$ cat src/rtl/sbd_pkg.sv
package sbd_pkg;

  // Width of the two's complement integer taken per transaction.
  localparam int VALUE_BITS = 128;

  // Decimal digits needed for any magnitude below 2^VALUE_BITS
  // (VALUE_BITS * log10(2), rounded up).
  localparam int DIGIT_COUNT = (VALUE_BITS * 30103 + 99999) / 100000;

  localparam int BCD_BITS = DIGIT_COUNT * 4;
  localparam int CNT_W    = (VALUE_BITS > 1) ? $clog2(VALUE_BITS) : 1;
  localparam int REM_W    = $clog2(DIGIT_COUNT + 1);

  // Payload widths of the stream channels.
  localparam int IN_DATA_W  = 128;
  localparam int OUT_DATA_W = 8;

  typedef logic [VALUE_BITS-1:0] value_t;
  typedef logic [BCD_BITS-1:0]   bcd_t;
  typedef logic [3:0]            digit_t;

  // Commands from the sequencer to the conversion unit.
  typedef struct packed {
    logic load;   // take a new magnitude and clear the digits
    logic step;   // one shift-and-add-3 iteration
    logic shift;  // move the digits up by one place
  } dab_ctrl_t;

endpackage

$ cat src/rtl/sbd_dabble.sv
module sbd_dabble (
  input  logic               clk,
  input  sbd_pkg::dab_ctrl_t ctrl,
  input  sbd_pkg::value_t    load_value,
  output sbd_pkg::digit_t    top_digit
);

  sbd_pkg::value_t mag;
  sbd_pkg::bcd_t   bcd;
  sbd_pkg::bcd_t   bcd_adj;

  // Add 3 to every digit of 5 or more ahead of the doubling.
  always_comb begin
    for (int d = 0; d < sbd_pkg::DIGIT_COUNT; d++) begin
      if (bcd[d*4 +: 4] >= 4'd5) begin
        bcd_adj[d*4 +: 4] = bcd[d*4 +: 4] + 4'd3;
      end else begin
        bcd_adj[d*4 +: 4] = bcd[d*4 +: 4];
      end
    end
  end

  // Binary and decimal registers shift as one word, binary bit by bit into the digits.
  always_ff @(posedge clk) begin
    if (ctrl.load) begin
      mag <= load_value;
      bcd <= '0;
    end else if (ctrl.step) begin
      mag <= {mag[sbd_pkg::VALUE_BITS-2:0], 1'b0};
      bcd <= {bcd_adj[sbd_pkg::BCD_BITS-2:0], mag[sbd_pkg::VALUE_BITS-1]};
    end else if (ctrl.shift) begin
      bcd <= {bcd[sbd_pkg::BCD_BITS-5:0], 4'd0};
    end
  end

  assign top_digit = bcd[sbd_pkg::BCD_BITS-1 -: 4];

endmodule

$ cat src/rtl/signed_binary_to_decimal_digits.sv
// Signed binary to decimal digit converter.
// Input stream (s_*): one transaction carries a 128-bit two's complement integer.
// Output stream (m_*): one transaction per character, most significant first:
// a leading minus sign for negative values, then the digits without leading
// zeros; m_tlast marks the final digit. Zero gives the single digit 0.
// Timing: the accepting cycle loads the magnitude, then shift-and-add-3 runs in
// the shared conversion unit, one input bit per step. Then leading zeros are
// dropped and the sequencer leaves that phase. A minus sign, if any, and then
// each digit are emitted while the receiver keeps m_tready high.
// s_tready is high only while the block is idle; the last character may still
// wait in the output register while the next value is taken.
// When the receiver stalls, the character in the output register holds and the
// sequencer waits. Synchronous reset returns to idle and drops any output.
module signed_binary_to_decimal_digits (
  input  logic                             clk,
  input  logic                             rst,
  input  logic                             s_tvalid,
  output logic                             s_tready,
  input  logic [sbd_pkg::IN_DATA_W-1:0]    s_tdata,   // [63:0] value_low, [127:64] value_high
  output logic                             m_tvalid,
  input  logic                             m_tready,
  output logic [sbd_pkg::OUT_DATA_W-1:0]   m_tdata,   // [0] is_minus, [4:1] digit, [7:5] zero
  output logic                             m_tlast    // last
);

  typedef enum logic [4:0] {
    S_IDLE  = 5'b00001,
    S_CONV  = 5'b00010,
    S_SKIP  = 5'b00100,
    S_MINUS = 5'b01000,
    S_EMIT  = 5'b10000
  } state_t;

  state_t                    state, state_next;
  logic [sbd_pkg::CNT_W-1:0] cnt, cnt_next;
  logic [sbd_pkg::REM_W-1:0] remain, remain_next;
  logic                      negative, negative_next;

  sbd_pkg::value_t    in_value;
  sbd_pkg::value_t    in_mag;
  sbd_pkg::dab_ctrl_t ctrl;
  sbd_pkg::digit_t    top_digit;

  logic in_fire;
  logic slot_free;
  logic load_out;
  logic [sbd_pkg::OUT_DATA_W-1:0] out_data_next;
  logic                           out_last_next;

  assign s_tready  = (state == S_IDLE);
  assign in_fire   = s_tvalid && s_tready;
  assign slot_free = !m_tvalid || m_tready;

  // Magnitude of the incoming value; the most negative value stays as is.
  assign in_value = s_tdata[sbd_pkg::VALUE_BITS-1:0];
  assign in_mag   = in_value[sbd_pkg::VALUE_BITS-1] ?
                    (~in_value + sbd_pkg::value_t'(1)) : in_value;

  sbd_dabble u_dabble (
    .clk        (clk),
    .ctrl       (ctrl),
    .load_value (in_mag),
    .top_digit  (top_digit)
  );

  // Sequencer: load, convert, drop leading zeros, emit characters.
  always_comb begin
    state_next    = state;
    cnt_next      = cnt;
    remain_next   = remain;
    negative_next = negative;
    ctrl          = '0;
    load_out      = 1'b0;
    out_data_next = '0;
    out_last_next = 1'b0;
    unique case (state)
      S_IDLE: begin
        if (in_fire) begin
          ctrl.load     = 1'b1;
          negative_next = in_value[sbd_pkg::VALUE_BITS-1];
          cnt_next      = sbd_pkg::CNT_W'(sbd_pkg::VALUE_BITS - 1);
          state_next    = S_CONV;
        end
      end
      S_CONV: begin
        ctrl.step = 1'b1;
        cnt_next  = cnt - 1'b1;
        if (cnt == '0) begin
          remain_next = sbd_pkg::REM_W'(sbd_pkg::DIGIT_COUNT);
          state_next  = S_SKIP;
        end
      end
      S_SKIP: begin
        if (top_digit == 4'd0 && remain > sbd_pkg::REM_W'(1)) begin
          ctrl.shift  = 1'b1;
          remain_next = remain - 1'b1;
        end else if (negative) begin
          state_next = S_MINUS;
        end else begin
          state_next = S_EMIT;
        end
      end
      S_MINUS: begin
        if (slot_free) begin
          load_out      = 1'b1;
          out_data_next = {3'd0, 4'd0, 1'b1};
          state_next    = S_EMIT;
        end
      end
      S_EMIT: begin
        if (slot_free) begin
          load_out      = 1'b1;
          out_data_next = {3'd0, top_digit, 1'b0};
          out_last_next = (remain == sbd_pkg::REM_W'(1));
          ctrl.shift    = 1'b1;
          remain_next   = remain - 1'b1;
          if (remain == sbd_pkg::REM_W'(1)) begin
            state_next = S_IDLE;
          end
        end
      end
      default: begin
        state_next = S_IDLE;
      end
    endcase
  end

  // Control registers.
  always_ff @(posedge clk) begin
    if (rst) begin
      state    <= S_IDLE;
      m_tvalid <= 1'b0;
    end else begin
      state <= state_next;
      if (load_out) begin
        m_tvalid <= 1'b1;
      end else if (m_tready) begin
        m_tvalid <= 1'b0;
      end
    end
  end

  // Counters, sign and output payload.
  always_ff @(posedge clk) begin
    cnt      <= cnt_next;
    remain   <= remain_next;
    negative <= negative_next;
    if (load_out) begin
      m_tdata <= out_data_next;
      m_tlast <= out_last_next;
    end
  end

endmodule

$ cat config.mk
export PLATFORM = sky130hd
export DESIGN_NAME = signed_binary_to_decimal_digits
export DESIGN_NICKNAME = d
export VERILOG_FILES = /design/src/rtl/sbd_pkg.sv /design/src/rtl/sbd_dabble.sv /design/src/rtl/signed_binary_to_decimal_digits.sv
export SDC_FILE = /design/constraint.sdc
export NUM_CORES = 1
export LEC_CHECK = 0
export BUFFER_PORTS_ARGS = -buffer_cell sky130_fd_sc_hd__clkbuf_2
export CAP_MARGIN = 20
export CORE_MARGIN = 2
export CORE_UTILIZATION = 60
export CTS_CLUSTER_SIZE = 16
export DETAILED_ROUTE_END_ITERATION = 6
export PLACE_DENSITY = 0.88
export REMOVE_ABC_BUFFERS = 1
export SLEW_MARGIN = 5
export SYNTH_ARGS = -nofsm -noshare
export SYNTH_HDL_FRONTEND = slang
export SYNTH_SLANG_ARGS = --single-unit
$ cat constraint.sdc
create_clock -name clk -period 5.6 [get_ports clk]
set_clock_uncertainty 0.15 [all_clocks]
set_input_delay 1.12 -clock clk [delete_from_list [all_inputs] [get_ports clk]]
set_output_delay 1.12 -clock clk [all_outputs]
set_load 0.02 [all_outputs]
==> flow_metrics.py, run 1 <==
metrics = {
    "yosys": {
        "syn_area_um2": 19550,
        "ys_seq_area_share_pct": 39.33,
        "synth-seq-cells": 310,
        "yosys.area.top_type": "edfxtp_1",
        "synth_common_cells": "nand2_1 (347), o21ai_0 (275), nor2_1 (181)",
        "synth_most_common_cell": "nand2_1",
        "yosys_warnings": 0,
        "synth_xor_xnor_area_share_pct": 7.751,
        "synth_top_family_by_area": "compound AO/OA/AOI/OAI gates",
        "synth.distinct_cells": 53,
        "synthCells": 2344,
        "synth_compound_area_share_pct": 22.08,
        "synthMuxAreaShare_pct": 0.05121,
        "synth_edf_count": 148,
        "synthAdderAreaFrac_pct": 5.377,
        "synthTopCellsByArea": "edfxtp_1 (23%), dfxtp_1 (17%), o21ai_0 (7.0%)",
        "synth_flop_cell": "dfxtp_1",
        "async_flop_share_pct": 0,
        "postSynthAreaPerCell_um2": 8.339,
        "synth_top_area_share_pct": 22.74,
        "yosys.area_share.simple_pct": 20.88,
    },
    "worst_setup_path": {
        "r2r-end": "u_dabble.bcd[52]",
        "critPathKind": "in -> reg",
        "r2r_slack_ps": 2040,
        "cpMostUsedCell": "nor4_1",
        "start_kind": "primary input",
        "slowest_stage": "nor4_1",
        "worstPathMaxFanout": 5,
        "r2r_start": "remain[3]",
        "cp-end-kind": "flop",
        "cp_data_arrival_time_ps": 4200,
        "cpPeakStageDelay_ps": 750,
        "reg2regPathDepth": 8,
        "crit_required_ps": 5680,
        "path_cells": "clkbuf_2 > nor4_1 > nand4b_1 > nor4_1 > and2_1 > nand4_1 > o41ai_1 > xor2_1 > o21ai_0",
    },
    "sta": {
        "hold_viol": 0,
        "period_needed_ps": 4122,
        "tightest_slew_ps": 1054,
        "post-route-period-util_pct": 73.61,
        "max_slew_margin_pct": 29.71,
        "rsz0062_at_grt": "no",
        "drv_slew": 0,
        "fmax_mhz": 242.6,
        "whs_ps": 363.8,
        "layout_setup_ws_ps": 1478,
        "setup_viol": 0,
    },
    "finish": {
        "multi_input_area_um2": 11030,
        "area_delta_synth_final_pct": 10.79,
        "n_fill_cell": 2536,
        "drive_gt1_share_pct": 9.642,
        "nets": 2618,
        "fin_cells": 2871,
        "regArea_um2": 7687,
    },
    "clock_tree": {
        "path_clk_slew_ps": 70,
        "cts_sinks": 310,
        "cts_buffers": 36,
        "cts.path.max_buffers": 3,
        "cts_resized": 0,
        "ctsHoldBuffers": 0,
        "cts_root_buf": "clkbuf_16",
        "cts_setup_buffers": 0,
        "htreeDepth": 2,
        "worst_skew_pair.late_latency_ps": 520,
        "tritoncts": "yes",
    },
    "hold_path": {
        "holdCritStartpoint": "u_dabble.mag[28]",
        "hold_path_depth": 2,
        "hold_path_class": "reg -> reg",
        "min_to": "u_dabble.mag[29]",
    },
    "global_routing": {
        "grt_util_all_layers_pct": 29.91,
        "grt_pass1_vias": 17250,
        "grt_pass1_wl_um": 84220,
        "grt_max_degree": 258,
        "grt_overflow_total": 0,
        "antenna_found_initial": 3,
    },
    "drt": {
        "vias_per_cell": 6.366,
        "vias": 18280,
        "drtIter0Drc": 1849,
        "dr.pass1.iters": 6,
        "wl_per_cell_um": 17.94,
        "ant_nets": 0,
        "wl_um": 51510,
        "drcViolationCount": 0,
    },
    "die": {
        "core-area_um2": 32290,
        "boundaryPins": 143,
        "num_rows": 66,
        "die-area_um2": 34040,
        "start_util_pct": 60.54,
        "fp.dieH_um": 184.5,
        "die-width_um": 184.5,
    },
    "flow_run": {
        "maxCapViolCount": 0,
    },
    "power_and_ir_drop": {
        "power_switching_uw": 3294,
        "comb_power_share_pct": 31.3,
        "seqPwrFrac_pct": 42.5,
        "p_int_uw": 5736,
        "p_per_area_nw_per_um2": 417.0,
        "switching_share_pct": 36.48,
        "clockPowerShare_pct": 26.2,
        "irDropWorstVdd_v": 0.0003150,
        "leakage_uw": 0.007694,
    },
    "placed_design": {
        "pre_cts_slack_ps": 1133,
        "port_buffers": 139,
        "hpwl_um": 34430,
        "place.gp.congestion": 1.004,
        "placedCellCount": 2806,
    },
    "status": {
        "status": "complete, no violations",
    },
}
[per-layer routing]
| layer | up-vias | global-route usage, % | routed length [µm] |
|---|---|---|---|
| met5 | - | 0 | 0 |
| met4 | 0 | 12.51 | 2070 |
| met3 | 187 | 6.659 | 4658 |
| met2 | 866 | 51.14 | 24650 |
| met1 | 8559 | 36.39 | 20130 |
| li1 | 8666 | - | - |
[power groups by stage]
stage	Sequential [µW]	Clock (µW)	Combinational, µW
detailed placement	3850	0	2770
finish	3840	2370	2830
global placement	3810	0	2610
floorplan	3730	0	2160
global route	3920	2480	3210
CTS	3820	2390	2810
[layout make-up]
cell class / count / share of cell area [%]
Clock inverter: 14 / 0.6933
Inverter: 97 / 1.693
Antenna cell: 2 / 0.02311
Clock buffer: 49 / 4.715
Tap cell: 442 / 2.554
Sequential cell: 310 / 35.50
Multi-Input combinational cell: 1804 / 50.94
Timing Repair Buffer: 153 / 3.883
[flip-flops by register name (all words and copies together), names as in the netlist]
signal and flops:
m_tvalid 1, u_dabble.mag 128, u_dabble.bcd 156, m_tlast 1, cnt 7, m_tdata 5
negative 1, state 5, remain 6
[cell usage in the layout (no fill, tap or decap), types with 4 or more instances in the layout]
cell / instances
nand2_1: 345
o21ai_0: 275
nor2_1: 179
dfxtp_1: 162
edfxtp_1: 148
clkbuf_2: 138
xor2_1: 124
a21oi_1: 121
a211oi_1: 109
inv_1: 96
ha_1: 84
nor3_1: 72
a311oi_1: 65
xnor2_1: 49
nand2b_1: 44
a32oi_1: 39
clkbuf_16: 37
o31ai_1: 34
nor3b_1: 29
nand3_1: 28
nor4_1: 27
or4_1: 26
nor2b_1: 20
o41ai_1: 18
or3_1: 16
nand4_1: 12
buf_4: 12
a22oi_1: 11
or2_2: 8
nand4b_1: 7
clkbuf_1: 7
nand3b_1: 6
and3_1: 6
o311ai_0: 6
and2_1: 5
o21ai_1: 5
clkbuf_8: 5
nor4b_1: 4
clkinv_2: 4
clkinv_1: 4
[metrics by stage]
step | total power, µW | setup TNS, ps | util, % | cell area [µm²]
after floorplan | 5891 | -1329280 | - | 19040
after global placement | 6419 | 0 | 63.43 | 20480
after CTS | 9016 | 0 | 67.05 | 21650
after detailed placement | 6625 | 0 | 63.43 | 20480
after global routing | 9611 | 0 | 67.07 | 21660
final | 9030 | 0 | 67.07 | 21660
[worst max-delay path by stage]
stage	start	endpoint	slack, ps	cells past startpoint
finish	s_tdata[18]	u_dabble.mag[109]	1480	9
global route	s_tdata[0]	u_dabble.mag[76]	1320	10
CTS	s_tdata[0]	u_dabble.mag[76]	1600	10
detailed placement	s_tdata[0]	u_dabble.mag[76]	1130	10
global placement	s_tdata[0]	u_dabble.mag[64]	1310	10
floorplan	state[2]	u_dabble.mag[0]	-5520	3
[logic make-up (layout without fill, tap and decap cells)]
group | count (synthesis) | after routing
buffers and inverters | 232 | 313
AO/OA/AOI/OAI | 687 | 687
adder cells (fa/ha/maj) | 84 | 84
other | 1 | 5
XOR/XNOR | 173 | 173
multiplexers | 1 | 1
flip-flops | 310 | 310
AND/OR/NAND/NOR | 856 | 856
[worst max-delay path: cells and delay by family]
family	cells	cell delay, ps
AND/OR/NAND/NOR	5	2190
AO/OA/AOI/OAI	2	620
XOR/XNOR	1	170
buffers and inverters	1	110
Note: power is estimated with default switching activity, not from simulation.
==> run 2: changes to the inputs <==
==> constraint.sdc (replaced) <==
create_clock -name clk -period 3.95 [get_ports clk]
set_clock_uncertainty 0.15 [all_clocks]
set_input_delay 0.79 -clock clk [delete_from_list [all_inputs] [get_ports clk]]
set_output_delay 0.79 -clock clk [all_outputs]
set_load 0.02 [all_outputs]
==> flow_metrics.py, run 2 (same netlist as run 1, synthesis figures left out) <==
metrics = {
    "sta": {
        "fmax_mhz": 291.6,
        "whs_ps": 344.2,
        "post-route-period-util_pct": 86.80,
        "rsz0062_at_grt": "no",
        "period_needed_ps": 3429,
        "hold_viol": 0,
        "drv_slew": 0,
        "max_slew_margin_pct": 24.17,
        "setup_viol": 0,
        "tightest_slew_ps": 1138,
    },
    "global_routing": {
        "antenna_found_initial": 6,
        "grt_util_met1_pct": 36.15,
        "grt_max_degree": 245,
        "grt_pass1_wl_um": 83810,
        "grt_overflow_total": 0,
        "busiest_layer": "met2",
        "grt_pass1_vias": 17330,
        "use_met2_pct": 50.62,
        "grt_util_all_layers_pct": 29.76,
        "global_route.usage.met3_pct": 6.856,
    },
    "clock_tree": {
        "cts_setup_buffers": 0,
        "ctsHoldBuffers": 0,
        "cts_resized": 0,
        "cts_sinks": 310,
        "path_clk_slew_ps": 50,
        "cts_buffers": 35,
        "cts_root_buf": "clkbuf_16",
        "htreeDepth": 2,
        "cts.path.max_buffers": 3,
        "worst_skew_pair.late_latency_ps": 530,
        "tritoncts": "yes",
    },
    "die": {
        "core-area_um2": 32290,
        "die-area_um2": 34040,
        "boundaryPins": 143,
        "fp.dieH_um": 184.5,
        "start_util_pct": 60.54,
        "die-width_um": 184.5,
        "num_rows": 66,
    },
    "finish": {
        "reg_top3": "u_dabble.bcd: 156 flops, u_dabble.mag: 128 flops, cnt: 7 flops",
        "fin_cells": 2909,
        "largest_register_ffs": 156,
        "layout_common_cells": "nand2_1 (345), o21ai_0 (275), nor2_1 (179)",
        "regArea_um2": 7687,
        "n_fill_cell": 2527,
        "nets": 2652,
        "area_delta_synth_final_pct": 12.62,
        "multi_input_area_um2": 11030,
        "regMostFlops": "u_dabble.bcd",
        "drive_gt1_share_pct": 11.00,
        "final_common_cell": "nand2_1",
    },
    "placed_design": {
        "place.gp.congestion": 0.9787,
        "port_buffers": 139,
        "placedCellCount": 2841,
        "hpwl_um": 34470,
    },
    "drt": {
        "ant_nets": 0,
        "wl_per_cell_um": 17.56,
        "wl_um": 51070,
        "vias": 18210,
        "dr.pass1.iters": 6,
        "drcViolationCount": 0,
        "drtIter0Drc": 1810,
        "vias_per_cell": 6.260,
    },
    "power_and_ir_drop": {
        "comb_power_share_pct": 31.4,
        "irDropWorstVdd_v": 0.0004227,
        "power_switching_uw": 4673,
        "leakage_uw": 0.007902,
        "seqPwrFrac_pct": 42.2,
        "p_per_area_nw_per_um2": 586.3,
        "clockPowerShare_pct": 26.5,
        "p_int_uw": 8233,
        "switching_share_pct": 36.21,
    },
    "worst_setup_path": {
        "critPathKind": "in -> reg",
        "worstPathMaxFanout": 4,
        "r2r_start": "state[1]",
        "r2r-end": "u_dabble.bcd[8]",
        "cp-end-kind": "flop",
        "crit_required_ps": 4040,
        "r2r_slack_ps": 920,
        "reg2regPathDepth": 7,
        "cp_data_arrival_time_ps": 3520,
        "start_kind": "primary input",
    },
    "hold_path": {
        "hold_path_class": "reg -> reg",
        "holdCritStartpoint": "u_dabble.mag[127]",
        "hold_path_depth": 2,
        "min_to": "u_dabble.bcd[0]",
    },
    "status": {
        "status": "complete, no violations",
    },
    "flow_run": {
        "maxCapViolCount": 0,
    },
}
==> run 2: changes by cell type in the layout (fill, tap and decap cells not counted) <==
cell	change
buf_4	+30
buf_12	+5
clkinv_1	-2
diode_2	+2
bufinv_16	+1
clkbuf_1	+1
clkbuf_16	-1
clkbuf_8	+1
clkinv_2	+1
clkinv_8	+1
inv_6	-1
==> run 2: power by group through the flow <==
stage	Sequential (µW)	Combinational, µW	Clock [µW]
after global routing	5570	4620	3580
after floorplan	5290	3060	0
after CTS	5410	4030	3440
after detailed placement	5460	3990	0
after global placement	5410	3770	0
final	5440	4050	3420
==> run 2: per-stage QoR <==
step                      TNS [ps]  worst slack [ps]  utilization [%]  total power [µW]  area, µm²
after floorplan           -2018560             -7165                -              8352      19040
after global placement           0             134.1            64.43              9175      20810
after detailed placement         0             76.67            64.43              9444      20810
after CTS                        0             592.3            68.15             12890      22000
after global routing             0             429.2            68.15             13760      22010
final                            0             521.2            68.18             12910      22010
==> run 2: cell type report <==
class	count	share of cell area, %
sequential	310	34.92
multi-input combinational	1804	50.11
antenna	4	0.04547
clock inverter	14	0.8412
tap	442	2.512
clock buffer	50	4.604
inverter	97	1.665
timing repair buffer	188	5.297
==> run 2: worst max-delay path by stage <==
stage | startpoint | slack [ps] | end | cells past startpoint
finish | s_tdata[25] | 520 | u_dabble.mag[109] | 10
global route | s_tdata[25] | 430 | u_dabble.mag[109] | 10
global placement | s_tdata[18] | 130 | u_dabble.mag[121] | 8
CTS | s_tdata[25] | 590 | u_dabble.mag[109] | 10
floorplan | state[2] | -7170 | u_dabble.mag[0] | 3
detailed placement | s_tdata[0] | 80 | u_dabble.mag[76] | 11
==> run 2: routing by layer <==
layer / vias up / wire length [µm] / share of wire (%)
met5: - / 30 / 0.059
met4: 4 / 2008 / 3.9
met3: 184 / 4334 / 8.5
met2: 806 / 24430 / 48
met1: 8495 / 20270 / 40
li1: 8722 / - / -
==> run 2: critical path, stage by stage <==
cell	delay, ps
clkbuf_2	120
or4_1	570
nand4b_1	280
nor4_1	310
buf_4	190
and2_1	190
nand4_1	290
o41ai_1	520
xor2_1	180
o21ai_0	90
